===== config.mk =====
export PLATFORM = sky130hd
export DESIGN_NAME = chte_div
export DESIGN_NICKNAME = d
export VERILOG_FILES = /design/src/design/chte_div.sv
export SDC_FILE = /design/constraint.sdc
export NUM_CORES = 1
export LEC_CHECK = 0
export ABC_AREA = 0
export BUFFER_PORTS_ARGS = -buffer_cell sky130_fd_sc_hd__buf_2
export CAP_MARGIN = 20
export CORE_ASPECT_RATIO = 0.9
export CORE_UTILIZATION = 47
export CTS_BUF_LIST = sky130_fd_sc_hd__clkbuf_4
export DETAILED_ROUTE_END_ITERATION = 8
export PLACE_DENSITY = 0.78
export SLEW_MARGIN = 20
export SYNTH_ARGS = -nofsm -noshare
export SYNTH_HDL_FRONTEND = slang
export SYNTH_SLANG_ARGS = --single-unit

===== constraint.sdc =====
create_clock -name i_clk -period 1.9 [get_ports i_clk]
set_input_delay 0.19 -clock i_clk [delete_from_list [all_inputs] [get_ports i_clk]]
set_output_delay 0.19 -clock i_clk [all_outputs]
set_load 0.005 [all_outputs]

===== src/design/chte_div.sv =====
// Restoring divider that produces one quotient bit per cycle.
module chte_div #(
    parameter int W = 31,
    parameter int V = 7
) (
    input  logic         i_clk,
    input  logic         i_rst_n,
    input  logic         i_start,
    input  logic [W-1:0] i_dividend,
    input  logic [V-1:0] i_divisor,
    output logic         o_done,
    output logic [W-1:0] o_quo,
    output logic [V-1:0] o_rem
);
    localparam int CW = $clog2(W + 1);

    logic [W-1:0]  r_quo;
    logic [V-1:0]  r_rem;
    logic [V-1:0]  r_d;
    logic [CW-1:0] r_cnt;
    logic          r_busy;
    logic          r_done;
    logic [V:0]    n_sh;
    logic [V:0]    n_diff;
    logic          n_ge;

    assign n_sh = {r_rem, r_quo[W-1]};
    assign n_diff = n_sh - {1'b0, r_d};
    assign n_ge = n_sh >= {1'b0, r_d};

    always_ff @(posedge i_clk) begin
        if (!i_rst_n) begin
            r_busy <= 1'b0;
            r_done <= 1'b0;
        end else begin
            r_done <= 1'b0;
            if (i_start) begin
                r_busy <= 1'b1;
                r_cnt <= CW'(W);
            end else if (r_busy) begin
                r_cnt <= r_cnt - 1'b1;
                if (r_cnt == CW'(1)) begin
                    r_busy <= 1'b0;
                    r_done <= 1'b1;
                end
            end
        end
    end

    always_ff @(posedge i_clk) begin
        if (i_start) begin
            r_quo <= i_dividend;
            r_rem <= '0;
            r_d <= i_divisor;
        end else if (r_busy) begin
            r_rem <= n_ge ? n_diff[V-1:0] : n_sh[V-1:0];
            r_quo <= {r_quo[W-2:0], n_ge};
        end
    end

    assign o_done = r_done;
    assign o_quo = r_quo;
    assign o_rem = r_rem;
endmodule


==> flow_summary.yaml, run 1 <==
clock_tree:
  cts.sinks: 52
  htreeDepth: 2
  clkLatencyLatePin_ns: 0.37
  root_buffer: "clkbuf_4"
  cts_tree: "done"
  cts.path.max_buffers: 2
  path_clk_slew_ns: 0.14
  cts_inserted_buffers: 5
global_route:
  overflow: 0
  antenna_found_initial: 0
  grt_max_degree: 33
  grt_pass1_wl_um: 8148
  track_usage_pct: 18.90
  first_global_vias: 1744
setup_path:
  end_kind: "flip-flop"
  crit_type: "flip-flop to flip-flop"
  critPathTopFamily: "simple AND/OR/NAND/NOR gates"
  crit_chain: "inv_2, ha_4, fa_2, nand2b_4, a211oi_4, nor3_4, or3_1, a311oi_2"
  cp_num_buf_inv: 1
  critPathArrivalTime_ns: 2.37
  slowest_stage: "edfxtp_1"
  cp_slowest_stage_delay_ns: 0.40
  critPathLaunchType: "flip-flop"
  required_ns: 2.19
  crit_fanout: 4
final_layout:
  n_antenna_cell: 0
  multi_input_area_um2: 1027
  post-route-util_pct: 66.62
  instances_no_fill: 362
  fill_cells: 409
  final_cell_mix: "buf_2 (79), edfxtp_1 (43), mux2_2 (33), buf_4 (20), nor2_1 (16)"
  final_common_cell: "buf_2"
  drive_above_1_share_pct: 51.85
  syn_to_final_growth_pct: 31.97
  finish.net_count: 347
  regArea_um2: 1471
timing:
  drv_slew: 0
  clock_skew_ns: 0.01021
  max_slew_margin_pct: 73.20
  finalSetupViolations: 8
  timing.fmax_mhz: 479.8
  fin_crit_ns: 2.084
  finalWorstSetupSlack_ns: -0.1842
  hold_violations: 0
  rsz0062_at_grt: "true"
  timing.final.crit_share_pct: 109.7
  whs_ns: 0.06595
  worst_pin_slew_ns: 0.4019
logic_synthesis:
  avgSynthCellArea_um2: 13.24
  async_flop_share_pct: 0
  synthCells: 190
  ys_warn_count: 0
  ys_ff_latch: 52
  synth-main-ff-cell: "edfxtp_1"
  synth_nets: 241
  synth_edf_count: 43
  synth_seq_area_share_pct: 58.48
  synthDistinctLibCells: 36
  synth_area_um2: 2516
drt:
  vias: 1848
  first_pass_iters: 4
  dr.first_iter.drc_count: 86
  ant_nets: 0
  route.detailed.drc: 0
  drt-total-wl_um: 5104
  vias_per_cell: 5.105
  wl_per_cell_um: 14.10
place:
  place_congestion: 0.8552
  portBuffers: 79
  hpwlAfterDp_um: 3794
  place_inst: 346
floorplanning:
  die_h_um: 71.42
  die_area_um2: 5651
  start_util_pct: 50.48
  row_count: 24
  core-area_um2: 4985
  die_width_um: 79.13
  io_pins: 80
outcome:
  outcome: "finished, violations left"
  failed_checks: "negative setup slack"
power:
  vdd_drop_max_v: 0.0006119
  leakage_nw: 1.422
  cellPowerDensity_nw_per_um2: 809.7
run:
  cap_violations: 0
hold_path:
  holdCritPathClass: "input port to flip-flop"
## cell usage after synthesis (2+ instances only)
cell type  count  share of area (%)
or3_1          3               0.75
nand2_1        6               0.90
xnor2_1        2               0.70
o21ai_0        4               0.80
nand3_1        3               0.60
and3_1         3               0.75
a311oi_1       4                1.4
dfxtp_1        9                7.2
a211oi_1       2               0.60
mux2_2        34                 15
clkbuf_1       6               0.90
edfxtp_1      43                 51
inv_1         12                1.8
a21oi_1        6                1.2
nor2b_1        2               0.50
nor2_1        17                2.5
ha_1           9                4.5
nand2b_1       7                1.7
## through the flow
step | power, W | TNS [ns] | instance area [um2] | setup WS (ns)
after global placement | 0.002037 | -0.7222 | 3136 | -0.1440
after floorplan | 0.001795 | -0.4326 | 2546 | -0.1555
final | 0.002689 | -1.082 | 3321 | -0.1842
after global routing | 0.002824 | -1.854 | 3321 | -0.2757
after detailed placement | 0.002060 | -1.294 | 3136 | -0.2319
after CTS | 0.002701 | -1.083 | 3299 | -0.1748
## sequential cells by signal, indices dropped and copies added, names as in the netlist
| signal | flops |
|---|---|
| o_done | 1 |
| o_quo | 31 |
| o_rem | 7 |
| r_busy | 1 |
| r_cnt | 5 |
| r_d | 7 |
## kinds of logic after synthesis
group | after synthesis | share of synthesized area, %
AOI/OAI and AO/OA | 22 | 6.215
xor gates and xnor gates | 3 | 1.044
adders and majority gates | 10 | 5.271
buffers and inverters | 19 | 2.984
DFF | 52 | 58.48
muxes | 35 | 15.61
and+or+nand+nor | 49 | 10.39
## layer usage
layer / wire length, um / vias up / GRT usage, %
li1: - / 916 / -
met5: 0 / - / 0
met3: 341 / 8 / 5.096
met2: 2404 / 70 / 29.98
met1: 2297 / 854 / 25.55
met4: 60 / 0 / 5.657
## power by group
part / internal [W] / switching (W)
combinational: 0.000343 / 0.000310
clock: 0.000275 / 0.000344
sequential: 0.00136 / 0.0000534
total: 0.00198 / 0.000707
## area by class of cell
| class | count | area share [%] |
|---|---|---|
| clock buffers | 5 | 1.130 |
| inverters | 12 | 1.356 |
| flip-flops and latches | 52 | 44.31 |
| well taps | 65 | 2.449 |
| clock inverters | 3 | 1.281 |
| multi-input cells | 119 | 30.93 |
| repair buffers | 106 | 18.54 |
## what timing repair did
item | in CTS | in global routing
setup buffers | 0 | 1
gates resized for setup | 3 | 3
gates cloned | 0 | 0
pin swaps | 2 | 1
hold buffers | 7 | 0
endpoints found under the hold margin | 7 | 0
endpoints found under the setup margin | 8 | 8
## path summary, 6_finish.rpt
path / start / end / slack (ns) / cells past startpoint
setup / recovery: o_quo[30]$_DFFE_PN_ / o_rem[3]$_SDFFE_PP0P_ / -0.18 / 8
hold / removal: i_rst_n / o_done$_SDFF_PP0_ / 0.07 / 2
setup reg to reg: o_quo[30]$_DFFE_PN_ / o_rem[3]$_SDFFE_PP0P_ / -0.18 / 8
hold reg to reg: o_rem[6]$_SDFFE_PP0P_ / o_rem[6]$_SDFFE_PP0P_ / 0.56 / 2
Note: power is estimated with default switching activity, not from simulation.
==> run 2, diff against run 1 <==
--- a/config.mk
+++ b/config.mk
@@ -8,10 +8,11 @@
 export ABC_AREA = 0
 export BUFFER_PORTS_ARGS = -buffer_cell sky130_fd_sc_hd__buf_2
 export CAP_MARGIN = 20
-export CORE_ASPECT_RATIO = 0.9
+export CORE_ASPECT_RATIO = 1.5
 export CORE_UTILIZATION = 47
 export CTS_BUF_LIST = sky130_fd_sc_hd__clkbuf_4
 export DETAILED_ROUTE_END_ITERATION = 8
+export GPL_TIMING_DRIVEN = 0
 export PLACE_DENSITY = 0.78
 export SLEW_MARGIN = 20
 export SYNTH_ARGS = -nofsm -noshare
==> flow_summary.yaml, run 2 (synthesis results as in run 1) <==
timing:
  finalWorstSetupSlack_ns: -0.2292
  timing.final.crit_share_pct: 112.1
  worst_pin_slew_ns: 0.5511
  finalSetupViolations: 8
  timing.fmax_mhz: 469.7
  drv_slew: 0
  clock_skew_ns: 0.02086
  fin_crit_ns: 2.129
  rsz0062_at_grt: "true"
  max_slew_margin_pct: 63.26
  fin_setup_tns_ns: -1.078
  hold_violations: 0
global_route:
  track_usage_pct: 19.57
  grt_pass1_wl_um: 8169
  grt_max_degree: 33
  first_global_vias: 1855
  antenna_found_initial: 0
  overflow: 0
drt:
  route.detailed.drc: 0
  vias_per_cell: 5.190
  wl_met2_um: 2654
  top_layer_used: "met4"
  first_pass_iters: 4
  vias: 1853
  wl_met3_um: 344
  drt-met1-wl_um: 2132
  drt-total-wl_um: 5226
  wl_per_cell_um: 14.64
  dr.first_iter.drc_count: 46
  ant_nets: 0
floorplanning:
  die_h_um: 91.61
  die_area_um2: 5656
  core-area_um2: 5165
  io_pins: 80
  die_width_um: 61.74
  row_count: 32
  start_util_pct: 48.72
power:
  vdd_drop_max_v: 0.0006072
  cellPowerDensity_nw_per_um2: 798.6
  finalPower_w: 0.002600
  leakage_nw: 1.351
final_layout:
  final_cell_mix: "buf_2 (79), edfxtp_1 (43), mux2_2 (34), nor2_1 (15), inv_1 (11)"
  fill_cells: 396
  multi_input_area_um2: 1055
  finish.net_count: 339
  largest_register_ff_count: 31
  n_antenna_cell: 0
  regArea_um2: 1471
  syn_to_final_growth_pct: 29.39
  drive_above_1_share_pct: 50.87
  final_common_cell: "buf_2"
clock_tree:
  cts_inserted_buffers: 5
  htreeDepth: 2
  cts.path.max_buffers: 2
  cts.sinks: 52
  cts_tree: "done"
  clkLatencyLatePin_ns: 0.38
  path_clk_slew_ns: 0.17
  root_buffer: "clkbuf_4"
setup_path:
  end_kind: "flip-flop"
  ff2ff_setup_slack_ns: -0.23
  required_ns: 2.21
  critPathLaunchType: "flip-flop"
  crit_type: "flip-flop to flip-flop"
  critPathArrivalTime_ns: 2.44
  crit_fanout: 5
outcome:
  outcome: "finished, violations left"
  failed_checks: "negative setup slack"
place:
  hpwlAfterDp_um: 3751
  portBuffers: 79
  place_congestion: 0.8078
run:
  cap_violations: 0
hold_path:
  holdCritPathClass: "input port to flip-flop"
run 2: cell count changes in the layout (fill, tap and decap cells not counted), sizes merged:
cell and change:
clkbuf +6, buf -14, bufinv -1, clkinv -1, inv +2
run 2: worst max-delay path: stages (launching register included):
cell and delay, ns:
edfxtp_1 0.41, inv_2 0.07, ha_4 0.16, fa_2 0.34, nand2b_4 0.17, a211oi_4 0.27
nor3_4 0.08, or3_4 0.34, a311oi_2 0.23
run 2: per-stage QoR:
| step | std cells | hold slack [ns] | setup slack, ns | utilization [%] | instance area, um2 |
|---|---|---|---|---|---|
| 2_1_floorplan | 190 | 0.2889 | -0.1555 | - | 2546 |
| 3_3_place_gp | 337 | 0.3673 | -0.2506 | 58.60 | 3027 |
| 3_5_place_dp | 337 | 0.3710 | -0.3347 | 58.60 | 3027 |
| 4_1_cts | 356 | 0.04313 | -0.2171 | 62.74 | 3241 |
| 5_1_grt | 357 | 0.02778 | -0.3112 | 63.03 | 3256 |
| 6_report | 357 | 0.05259 | -0.2292 | 63.03 | 3256 |
run 2: layout make-up:
| type | instances | share of cell area (%) |
|---|---|---|
| Sequential cell | 52 | 45.20 |
| Clock inverter | 3 | 0.7686 |
| Multi-Input combinational cell | 119 | 32.40 |
| Timing Repair Buffer | 91 | 15.45 |
| Inverter | 12 | 1.384 |
| Buffer | 7 | 1.038 |
| Clock buffer | 5 | 1.153 |
| Tap cell | 68 | 2.613 |
run 2: final timing paths:
path                      endpoint  depth (start not counted)                   from
min              o_done$_SDFF_PP0_                          2                i_rst_n
min reg2reg  o_rem[5]$_SDFFE_PP0P_                          2  o_rem[4]$_SDFFE_PP0P_
max reg2reg  o_rem[3]$_SDFFE_PP0P_                          8    o_quo[30]$_DFFE_PN_
max          o_rem[3]$_SDFFE_PP0P_                          8    o_quo[30]$_DFFE_PN_
run 2: power breakdown:
part	total (W)	leakage [nW]	switching (W)	internal, W
Sequential	0.00143	0.497	0.0000662	0.00136
Combinational	0.000629	0.822	0.000303	0.000325
Clock	0.000540	0.0322	0.000386	0.000154
Total	0.00260	1.35	0.000755	0.00184
run 2: per-layer routing:
layer,vias to the layer above,GRT usage (%)
met5,-,0
li1,900,-
met4,0,7.037
met1,866,24.57
met2,78,31.90
met3,9,4.795
run 2: timing repair:
action,CTS,global route
pin swaps,11,3
setup buffers,4,1
endpoints found under the hold margin,7,0
endpoints found under the setup margin,8,14
resized for setup,14,2
hold buffers,7,0
==> run 3, diff against run 2 <==
--- a/config.mk
+++ b/config.mk
@@ -5,12 +5,13 @@
 export SDC_FILE = /design/constraint.sdc
 export NUM_CORES = 1
 export LEC_CHECK = 0
-export ABC_AREA = 0
+export ABC_AREA = 1
 export BUFFER_PORTS_ARGS = -buffer_cell sky130_fd_sc_hd__buf_2
 export CAP_MARGIN = 20
 export CORE_ASPECT_RATIO = 1.5
-export CORE_UTILIZATION = 47
+export CORE_UTILIZATION = 48
 export CTS_BUF_LIST = sky130_fd_sc_hd__clkbuf_4
+export CTS_CLUSTER_DIAMETER = 30
 export DETAILED_ROUTE_END_ITERATION = 8
 export GPL_TIMING_DRIVEN = 0
 export PLACE_DENSITY = 0.78
==> flow_summary.yaml, run 3 <==
setup_path:
  cp_slowest_stage_delay_ns: 0.37
  worstSetupPathDepth: 10
  crit_chain: "inv_1, ha_2, fa_2, inv_2, nand2_1, nand2_1, nand2_1, nand2_2, nand2_4, a31oi_4"
  cp_num_buf_inv: 2
  path_common_cell: "nand2_1"
  end_kind: "flip-flop"
  ff2ff_setup_slack_ns: 0.13
  timing.rr.start: "o_quo[30]$_DFFE_PN_"
  crit_fanout: 8
  required_ns: 2.12
  slowest_stage: "edfxtp_1"
  rr_worst_depth: 10
  critPathTopFamily: "adder cells"
  critPathArrivalTime_ns: 1.99
  critPathLaunchType: "flip-flop"
  crit_type: "flip-flop to flip-flop"
  worstReg2RegEnd: "o_quo[0]$_DFFE_PN_"
logic_synthesis:
  synth_area_um2: 2599
  synthDistinctLibCells: 28
  synth_seq_area_share_pct: 56.62
  async_flop_share_pct: 0
  ys_warn_count: 0
  synthTopCellsByArea: "edfxtp_1 (50%), nand2_1 (20%), dfxtp_1 (6.9%)"
  yosysTopAreaCell: "edfxtp_1"
  yosys.cell_count.top_type: "nand2_1"
  synth-main-ff-cell: "edfxtp_1"
  synth_nets: 339
  synth_edf_count: 43
  avgSynthCellArea_um2: 9.023
  synth_common_cells: "nand2_1 (138), edfxtp_1 (43), inv_1 (24)"
  ys_ff_latch: 52
  synthCells: 288
  synth_top_area_share_pct: 49.69
final_layout:
  final_cell_mix: "nand2_1 (137), buf_2 (80), edfxtp_1 (43), inv_1 (23), nand3_1 (13)"
  drive_above_1_share_pct: 28.46
  largest_register_ff_count: 31
  final_common_cell: "nand2_1"
  final_cell_area_um2: 3289
  fill_cells: 448
  n_antenna_cell: 0
  finish.net_count: 434
  syn_to_final_growth_pct: 26.58
clock_tree:
  clkLatencyLatePin_ns: 0.36
  cts_inserted_buffers: 5
  cts.path.max_buffers: 2
  root_buffer: "clkbuf_4"
  cts_tree: "done"
  htreeDepth: 2
  cts.sinks: 52
  path_clk_slew_ns: 0.15
timing:
  timing.final.crit_share_pct: 93.32
  hold_violations: 0
  drv_slew: 0
  whs_ns: 0.05946
  fin_crit_ns: 1.773
  timing.fmax_mhz: 564.0
  finalSetupViolations: 0
  worst_pin_slew_ns: 0.6851
  fin_setup_tns_ns: 0
  max_slew_margin_pct: 54.26
  clock_skew_ns: 0.01180
drt:
  first_pass_iters: 5
  route.detailed.drc: 0
  wl_per_cell_um: 12.58
  dr.first_iter.drc_count: 151
  ant_nets: 0
  vias: 2209
  vias_per_cell: 4.898
  drt-total-wl_um: 5673
power:
  switchingPower_w: 0.0006640
  vdd_drop_max_v: 0.0005088
  seq_power_share_pct: 53.7
  pwr-share-clk_pct: 28.4
  p_int_w: 0.001960
  switching_share_pct: 25.31
  cellPowerDensity_nw_per_um2: 797.6
  finalPower_w: 0.002624
  leakage_nw: 1.671
  p_comb_share_pct: 17.9
hold_path:
  worstHoldEndpoint: "o_done$_SDFF_PP0_"
  hp-start: "i_rst_n"
  holdCritPathClass: "input port to flip-flop"
  holdPathStages: 3
global_route:
  grt_pass1_wl_um: 9342
  track_usage_pct: 21.80
  overflow: 0
  first_global_vias: 2137
  antenna_found_initial: 0
  grt_max_degree: 33
outcome:
  outcome: "completed"
floorplanning:
  start_util_pct: 50.31
  io_pins: 80
  core-area_um2: 5165
  row_count: 32
  die_width_um: 62.08
  die_h_um: 92.12
  die_area_um2: 5718
place:
  portBuffers: 79
  hpwlAfterDp_um: 4148
  placed_area_um2: 3079
  place_congestion: 0.9187
run:
  cap_violations: 0
run 3: logic make-up after synthesis:
group           after synthesis  synth area share (%)
buf+inv                      37                 5.392
simple gates                176                 29.18
flops                        52                 56.62
fa+ha+maj                    10                 5.104
compound gates                9                 2.359
xor+xnor                      4                 1.348
run 3: tightest hold or removal path: stages:
cell and delay (ns):
buf_2 0.10, clkinv_1 0.05, nor4_1 0.05
run 3: routing by layer:
layer | track usage [%] | part of all wire, % | up-vias
met4 | 7.778 | 0.99 | 0
met1 | 25.72 | 40 | 1010
met3 | 4.795 | 6.1 | 6
li1 | - | - | 1109
met5 | 0 | 0 | -
met2 | 37.23 | 53 | 84
run 3: stage by stage:
stage	utilization [%]	cells	setup WS, ns
6_report	63.69	451	0.1269
4_1_cts	62.86	449	0.009759
3_5_place_dp	59.62	435	0.04009
2_1_floorplan	-	288	0.1972
5_1_grt	63.69	451	-0.004441
3_3_place_gp	59.62	435	0.06024
run 3: layout make-up:
cell class	count	area, um2	share of cell area, %
tap	68	85.08	2.587
buffer	7	27.53	0.8368
clock inverter	2	60.06	1.826
timing repair buffer	88	480.5	14.61
sequential	52	1471	44.73
inverter	30	112.6	3.423
clock buffer	5	37.54	1.141
multi-input combinational	199	1015	30.85
run 3: how the worst max path moves through the flow:
stage,end,start
final,o_quo[0]$_DFFE_PN_,o_quo[30]$_DFFE_PN_
after global routing,o_quo[0]$_DFFE_PN_,o_quo[30]$_DFFE_PN_
after CTS,o_rem[0]$_SDFFE_PP0P_,o_quo[30]$_DFFE_PN_
after detailed placement,o_quo[8]$_DFFE_PN_,i_start
after global placement,o_quo[21]$_DFFE_PN_,i_start
after floorplan,o_rem[0]$_SDFFE_PP0P_,o_quo[30]$_DFFE_PN_
run 3: repair_timing:
action                                 4_1_cts  5_1_grt
gates resized for setup                      0        6
hold buffers                                 7        0
buffers inserted                             0        2
setup endpoints to repair                    0        8
endpoints found under the hold margin        7        0
run 3: power groups by stage:
stage	clock (W)	sequential [W]	combinational, W
after global placement	0	0.00143	0.000429
after global routing	0.000795	0.00142	0.000531
after detailed placement	0	0.00143	0.000441
after floorplan	0	0.00143	0.000253
after CTS	0.000763	0.00141	0.000453
final	0.000746	0.00141	0.000468
